<file path="src/teq_pkg.sv">
package teq_pkg;

    localparam int KEY_W = 18;

    localparam logic MODE_INSERT = 1'b0;
    localparam logic MODE_POP    = 1'b1;

    typedef struct packed {
        logic       mode;
        logic [7:0] client_id;
        logic [5:0] event_hours;
        logic [5:0] event_minutes;
        logic [5:0] event_seconds;
    } t_in_item;

    typedef struct packed {
        logic       ok;
        logic [7:0] due_client;
        logic [5:0] due_hours;
        logic [5:0] due_minutes;
        logic [5:0] due_seconds;
    } t_out_item;

    typedef struct packed {
        logic [7:0] client;
        logic [5:0] hours;
        logic [5:0] minutes;
        logic [5:0] seconds;
    } t_entry;

    typedef enum logic [2:0] {
        S_IDLE,
        S_POP_WAIT,
        S_INS_CMP,
        S_INS_PUT,
        S_FINISH
    } t_state;

endpackage

</file>
<file path="src/teq_in_if.sv">
interface teq_in_if
    import teq_pkg::*;
();
    logic     valid;
    logic     ready;
    t_in_item data;

    modport source (output valid, output data, input ready);
    modport sink   (input valid, input data, output ready);
endinterface

</file>
<file path="src/teq_out_if.sv">
interface teq_out_if
    import teq_pkg::*;
();
    logic      valid;
    logic      ready;
    t_out_item data;

    modport source (output valid, output data, input ready);
    modport sink   (input valid, input data, output ready);
endinterface

</file>
<file path="src/timed_event_queue.sv">
// Rejected beats (insert when full, pop when empty) and an insert into an empty queue
// go from S_IDLE straight to S_FINISH; a pop first passes S_POP_WAIT for the head read.
// An insert that moves later entries reads and rewrites each of them in S_INS_CMP,
// through the single compare unit and the one-read, one-write queue memory.
// A new beat is accepted in the cycle after the result is registered.
// A synchronous reset empties the queue; the entry memory is not cleared.
module timed_event_queue
    import teq_pkg::*;
#(
    parameter int DEPTH = 16
) (
    input  logic        i_clk,
    input  logic        i_rst_n,
    teq_in_if.sink      i_evt,
    teq_out_if.source   o_due
);

    localparam int AW = (DEPTH > 1) ? $clog2(DEPTH) : 1;
    localparam int CW = $clog2(DEPTH + 1);

    t_state           r_state, n_state;
    logic [AW-1:0]    r_head, n_head;
    logic [CW-1:0]    r_count, n_count;
    logic [CW-1:0]    r_j, n_j;
    t_entry           r_new, n_new;
    logic [KEY_W-1:0] r_key, n_key;
    t_out_item        r_res, n_res;
    logic             r_ovalid, n_ovalid;
    t_out_item        r_odata, n_odata;

    t_entry           mem [DEPTH];
    t_entry           r_rdata;
    logic [AW-1:0]    mem_raddr;
    logic             mem_we;
    logic [AW-1:0]    mem_waddr;
    t_entry           mem_wdata;

    t_entry           key_in;
    logic [KEY_W-1:0] key_out;
    logic             key_later;
    t_entry           in_ent;

    function automatic logic [AW-1:0] wrap(input logic [AW-1:0] base,
                                           input logic [CW-1:0] off);
        logic [CW:0] sum;
        sum = (CW+1)'(base) + (CW+1)'(off);
        if (sum >= (CW+1)'(DEPTH)) begin
            sum = sum - (CW+1)'(DEPTH);
        end
        return sum[AW-1:0];
    endfunction

    teq_key u_key (
        .i_ent     (key_in),
        .i_ref_key (r_key),
        .o_key     (key_out),
        .o_later   (key_later)
    );

    assign in_ent.client  = i_evt.data.client_id;
    assign in_ent.hours   = i_evt.data.event_hours;
    assign in_ent.minutes = i_evt.data.event_minutes;
    assign in_ent.seconds = i_evt.data.event_seconds;

    assign i_evt.ready = (r_state == S_IDLE);
    assign o_due.valid = r_ovalid;
    assign o_due.data  = r_odata;

    always_ff @(posedge i_clk) begin
        if (mem_we) begin
            mem[mem_waddr] <= mem_wdata;
        end
        r_rdata <= mem[mem_raddr];
    end

    always_ff @(posedge i_clk) begin
        if (!i_rst_n) begin
            r_state  <= S_IDLE;
            r_head   <= '0;
            r_count  <= '0;
            r_j      <= '0;
            r_ovalid <= 1'b0;
        end else begin
            r_state  <= n_state;
            r_head   <= n_head;
            r_count  <= n_count;
            r_j      <= n_j;
            r_ovalid <= n_ovalid;
        end
        r_new   <= n_new;
        r_key   <= n_key;
        r_res   <= n_res;
        r_odata <= n_odata;
    end

    always_comb begin
        n_state   = r_state;
        n_head    = r_head;
        n_count   = r_count;
        n_j       = r_j;
        n_new     = r_new;
        n_key     = r_key;
        n_res     = r_res;
        n_ovalid  = r_ovalid;
        n_odata   = r_odata;
        mem_raddr = r_head;
        mem_we    = 1'b0;
        mem_waddr = wrap(r_head, r_j);
        mem_wdata = r_new;
        key_in    = r_rdata;

        if (r_ovalid && o_due.ready) begin
            n_ovalid = 1'b0;
        end

        case (r_state)
            S_IDLE: begin
                key_in = in_ent;
                if (i_evt.valid) begin
                    n_new = in_ent;
                    n_key = key_out;
                    n_res = '0;
                    if (i_evt.data.mode == MODE_POP) begin
                        if (r_count == '0) begin
                            n_state = S_FINISH;
                        end else begin
                            mem_raddr = r_head;
                            n_state   = S_POP_WAIT;
                        end
                    end else if (r_count == CW'(DEPTH)) begin
                        n_state = S_FINISH;
                    end else if (r_count == '0) begin
                        mem_we    = 1'b1;
                        mem_waddr = r_head;
                        mem_wdata = in_ent;
                        n_count   = r_count + CW'(1);
                        n_res.ok  = 1'b1;
                        n_state   = S_FINISH;
                    end else begin
                        n_j       = r_count;
                        mem_raddr = wrap(r_head, r_count - CW'(1));
                        n_state   = S_INS_CMP;
                    end
                end
            end
            S_POP_WAIT: begin
                n_res.ok          = 1'b1;
                n_res.due_client  = r_rdata.client;
                n_res.due_hours   = r_rdata.hours;
                n_res.due_minutes = r_rdata.minutes;
                n_res.due_seconds = r_rdata.seconds;
                n_head            = wrap(r_head, CW'(1));
                n_count           = r_count - CW'(1);
                n_state           = S_FINISH;
            end
            S_INS_CMP: begin
                mem_we = 1'b1;
                if (key_later) begin
                    mem_wdata = r_rdata;
                    n_j       = r_j - CW'(1);
                    if (r_j == CW'(1)) begin
                        n_state = S_INS_PUT;
                    end else begin
                        mem_raddr = wrap(r_head, r_j - CW'(2));
                    end
                end else begin
                    mem_wdata = r_new;
                    n_count   = r_count + CW'(1);
                    n_res.ok  = 1'b1;
                    n_state   = S_FINISH;
                end
            end
            S_INS_PUT: begin
                mem_we    = 1'b1;
                mem_wdata = r_new;
                n_count   = r_count + CW'(1);
                n_res.ok  = 1'b1;
                n_state   = S_FINISH;
            end
            S_FINISH: begin
                if (!r_ovalid || o_due.ready) begin
                    n_odata  = r_res;
                    n_ovalid = 1'b1;
                    n_state  = S_IDLE;
                end
            end
            default: begin
                n_state = S_IDLE;
            end
        endcase
    end

endmodule

</file>
<file path="src/teq_key.sv">
module teq_key
    import teq_pkg::*;
(
    input  t_entry           i_ent,
    input  logic [KEY_W-1:0] i_ref_key,
    output logic [KEY_W-1:0] o_key,
    output logic             o_later
);

    assign o_key = KEY_W'(i_ent.hours) * KEY_W'(3600)
                 + KEY_W'(i_ent.minutes) * KEY_W'(60)
                 + KEY_W'(i_ent.seconds);

    assign o_later = (o_key > i_ref_key);

endmodule

</file>
<file path="src/flat_wrapper.sv">
// flat-port wrapper written by rule: the top's interface ports become plain ports
module timed_event_queue_flat import teq_pkg::*;
#(
    parameter int DEPTH = 16
)
  (i_clk, i_rst_n, i_evt_valid, i_evt_data, i_evt_ready, o_due_valid, o_due_data, o_due_ready);
  teq_in_if i_evt_i ();
  teq_out_if o_due_i ();
  input  logic i_clk;
  input  logic i_rst_n;
  input wire logic [$bits(i_evt_i.valid)-1:0] i_evt_valid;
  input wire logic [$bits(i_evt_i.data)-1:0] i_evt_data;
  output wire logic [$bits(i_evt_i.ready)-1:0] i_evt_ready;
  output wire logic [$bits(o_due_i.valid)-1:0] o_due_valid;
  output wire logic [$bits(o_due_i.data)-1:0] o_due_data;
  input wire logic [$bits(o_due_i.ready)-1:0] o_due_ready;
  assign i_evt_i.valid = i_evt_valid;
  assign i_evt_i.data = i_evt_data;
  assign i_evt_ready = i_evt_i.ready;
  assign o_due_valid = o_due_i.valid;
  assign o_due_data = o_due_i.data;
  assign o_due_i.ready = o_due_ready;
  timed_event_queue #(.DEPTH(DEPTH)) u_core (.i_clk(i_clk), .i_rst_n(i_rst_n), .i_evt(i_evt_i), .o_due(o_due_i));
endmodule
</file>
<file path="config.mk">
export PLATFORM = sky130hd
export DESIGN_NAME = timed_event_queue_flat
export DESIGN_NICKNAME = d
export VERILOG_FILES = /design/src/teq_pkg.sv /design/src/teq_in_if.sv /design/src/teq_out_if.sv /design/src/timed_event_queue.sv /design/src/teq_key.sv /design/src/flat_wrapper.sv
export SDC_FILE = /design/constraint.sdc
export NUM_CORES = 1
export LEC_CHECK = 0
export ABC_AREA = 1
export BUFFER_PORTS_ARGS = -buffer_cell sky130_fd_sc_hd__buf_2
export CAP_MARGIN = 40
export CORE_AREA = 10 10 213 215
export DETAILED_ROUTE_END_ITERATION = 16
export DIE_AREA = 0 0 223 225
export GPL_TIMING_DRIVEN = 0
export PLACE_DENSITY = 0.76
export SLEW_MARGIN = 20
export SYNTH_ARGS = -nofsm -noshare
export SYNTH_HDL_FRONTEND = slang
export SYNTH_SLANG_ARGS = --single-unit
</file>
<file path="constraint.sdc">
create_clock -name i_clk -period 19 [get_ports i_clk]
set_input_delay 3.8 -clock i_clk [delete_from_list [all_inputs] [get_ports i_clk]]
set_output_delay 3.8 -clock i_clk [all_outputs]
set_load 0.02 [all_outputs]
</file>
==> results by group <==
Synthesis
  • Post-synth net total: 2430
  • Number of synthesized flops with an enable pin: 514
  • Synth Cell Area: 25450 um2
  • Yosys cell types: 46
  • Post-synth top area share: 60.64%
  • Yosys Warn Count: 0
  • Area contributors post-synth: edfxtp_1 (61%), nand3_1 (11%), nand2_1 (7.0%)
  • Most common flop cell mapped by yosys: edfxtp_1
  • Register area share after synthesis: 64.10%
  • Area leader, netlist: edfxtp_1
  • Asr flop ratio synth: 0%
  • Synth Instances: 2293
  • #FFs+latches synth: 558
  • Mean post-synth cell area: 11.10 um2

Floorplanning
  • Row count: 75
  • Die W: 223 um
  • Core Footprint: 41380 um2
  • Starting Density: 61.51%
  • Die Y: 225 um
  • Die area: 50180 um2
  • Ports: 60

STA
  • Final Hold Viols: 0
  • Final TNS setup: 0 ns
  • Min Tclk post-route: 11.34 ns
  • Fin crit share: 59.69%
  • Slew headroom: 36.16%
  • Fmax achieved: 88.17 MHz
  • Slew Limit Fails: 0
  • RSZ-0062 raised after global routing: false
  • Worst-margin pin slew: 0.9534 ns
  • Clock skew: 0.05694 ns
  • Final setup viols: 0

Finish
  • Layout fillers: 2804
  • # nets final: 2600
  • FF/Latch Area: 16320 um2
  • Synthesis-to-layout area growth: 15.43%
  • Multi-input logic area: 8158 um2
  • Layout cell share with drive strength beyond 1: 13.18%
  • # diodes: 0

Setup path
  • CP arrival: 11.82 ns
  • WP data required: 19.48 ns
  • Worst setup startpoint: i_evt_data[7]
  • Worst Setup EP: u_core.mem[12][18]
  • R2R Path Start: u_core.r_state[2]
  • Crit Path Max Fanout: 10
  • Crit end category: register
  • R2r worst-path depth: 40
  • Setup crit start kind: primary input
  • CP dominant cell by count: inv_1
  • Critical Path Max Stage Delay: 0.83 ns
  • RR Endpoint: u_core.mem[12][18]
  • Internal reg-to-reg setup slack: 9.35 ns
  • Crit path kind: primary input to register
  • CP max stage cell: o211ai_1

Placement
  • Post-DP HPWL: 48.46 mm
  • Routability Congestion: 0.9225
  • Number of port buffers: 59

CTS
  • Root Buffer: clkbuf_16
  • Post-CTS resize count: 0
  • Clk slew on worst S/H paths: 0.06 ns
  • Max clock buf depth: 3
  • H-tree levels: 2
  • Clock Latency Late Sink: 0.64 ns
  • Post-CTS Setup Bufs: 0
  • CTS tree: yes
  • Hold_buf cts: 0
  • TritonCTS buffer count: 56
  • CTS Sinks: 558

Route
  • Vias per cell: 6.201
  • Initial DRC count: 2673
  • WL final: 69.60 mm
  • Post-route ant nets: 0
  • Wirelength per Cell: 22.82 um
  • DRT Pass-1 Iters: 8
  • DR DRC count: 0
  • Via Count: 18910

Job
  • Max Cap Viol: 0

GRT
  • Vias in the first global route: 18230
  • Total track usage: 27.09%
  • Gr ovfl total: 0
  • Largest net degree at the start of global routing: 27
  • First-pass GRT wire length: 104.8 mm
  • Initial antenna violation count: 1

Min path
  • Worst hold path class: register to register

Outcome
  • Outcome: completed
==> flip-flops by register name, summed over array words and instances, names as in the netlist <==
register / flops
u_core.r_rdata: 26
u_core.r_key: 18
u_core.r_head: 4
u_core.r_new: 26
u_core.r_state: 3
u_core.mem: 416
u_core.o_due.valid: 1
u_core.r_count: 5
u_core.o_due.data: 27
u_core.r_res: 27
u_core.r_j: 5
==> metal layers <==
metal  share of wire (%)  track usage [%]  routed length, um  up-vias
met3                  12            5.772               8064      230
met5                   0                0                  0        -
met2                  47            43.48              32660     1232
met1                  37            34.83              25990     9020
li1                    -                -                  -     8432
met4                 4.1            12.45               2882        0
==> Yosys cell counts (3+ instances only) <==
| library cell | number |
|---|---|
| a22oi_1 | 7 |
| buf_4 | 27 |
| nor2_1 | 97 |
| nand4_1 | 3 |
| o211ai_1 | 15 |
| a31oi_1 | 5 |
| nor2_4 | 3 |
| nand3_1 | 540 |
| a21oi_1 | 39 |
| o21bai_1 | 5 |
| a211oi_1 | 6 |
| nand3_2 | 3 |
| nor4_1 | 3 |
| o21ai_1 | 3 |
| nand3b_1 | 3 |
| inv_2 | 9 |
| edfxtp_1 | 514 |
| a21o_1 | 5 |
| xor2_1 | 21 |
| nor3_1 | 4 |
| buf_1 | 7 |
| xnor2_1 | 17 |
| ha_1 | 87 |
| o21ai_0 | 67 |
| a41oi_1 | 12 |
| inv_1 | 147 |
| and2_1 | 3 |
| clkbuf_1 | 35 |
| buf_2 | 51 |
| nand2_2 | 5 |
| fa_1 | 19 |
| dfxtp_1 | 44 |
| nand2_1 | 472 |
| nor2_2 | 3 |
==> cells by family after synthesis <==
kind of cell             Yosys count  synth area share [%]
AO/OA/AOI/OAI                    170                 4.026
adder cells (fa/ha/maj)          106                 5.771
buffers and inverters            278                 4.778
XOR/XNOR                          38                 1.308
AND/OR/NAND/NOR                 1143                 20.02
flip-flops                       558                 64.10
==> worst min-delay path by stage <==
stage,slack [ns],cells past startpoint,from,endpoint
finish,0.42,0,u_core.r_res[7],u_core.o_due.data[7]
global route,0.42,0,u_core.r_res[17],u_core.o_due.data[17]
CTS,0.42,0,u_core.r_res[26],u_core.o_due.data[26]
detailed placement,0.40,0,u_core.r_res[16],u_core.o_due.data[16]
global placement,0.40,0,u_core.r_res[15],u_core.o_due.data[15]
floorplan,0.40,0,u_core.r_res[0],u_core.o_due.data[0]
==> area by class of cell <==
| class | instances | area share, % |
|---|---|---|
| plain buffers | 121 | 2.133 |
| clock buffers | 69 | 5.042 |
| clock inverters | 37 | 1.588 |
| inverters | 157 | 2.006 |
| multi-input cells | 1457 | 27.76 |
| flip-flops and latches | 558 | 55.53 |
| well taps | 539 | 2.295 |
| repair buffers | 112 | 3.645 |
==> critical path, delay by kind of cell <==
kind,cells,cell delay [ns]
buffers and inverters,9,1.28
AO/OA/AOI/OAI,11,2.68
adder cells (fa/ha/maj),6,2.09
AND/OR/NAND/NOR,13,1.63
XOR/XNOR,2,0.33
==> layout by cell type (no fill, tap or decap), types with 19 or more instances in the layout <==
| master | n |
|---|---|
| a21oi_1 | 39 |
| buf_2 | 118 |
| buf_4 | 42 |
| clkbuf_1 | 46 |
| clkbuf_16 | 57 |
| dfxtp_1 | 44 |
| edfxtp_1 | 514 |
| fa_1 | 19 |
| ha_1 | 87 |
| inv_1 | 147 |
| nand2_1 | 472 |
| nand3_1 | 540 |
| nor2_1 | 80 |
| nor2_4 | 20 |
| o21ai_0 | 65 |
| xor2_1 | 21 |
==> stage by stage <==
stage	setup slack (ns)	instances	utilization [%]	area (um2)	hold slack, ns
2_1_floorplan	8.442	2293	-	25450	0.4003
3_3_place_gp	6.257	2891	63.85	26420	0.4008
3_5_place_dp	7.197	2935	66.09	27350	0.4045
4_1_cts	7.804	3041	70.80	29300	0.4183
5_1_grt	7.157	3050	71.00	29380	0.4222
6_report	7.658	3050	71.00	29380	0.4172
Power is left out: the tool's default activity adds up to more than one toggle a clock period on the data nets, which glitch-free logic cannot reach.
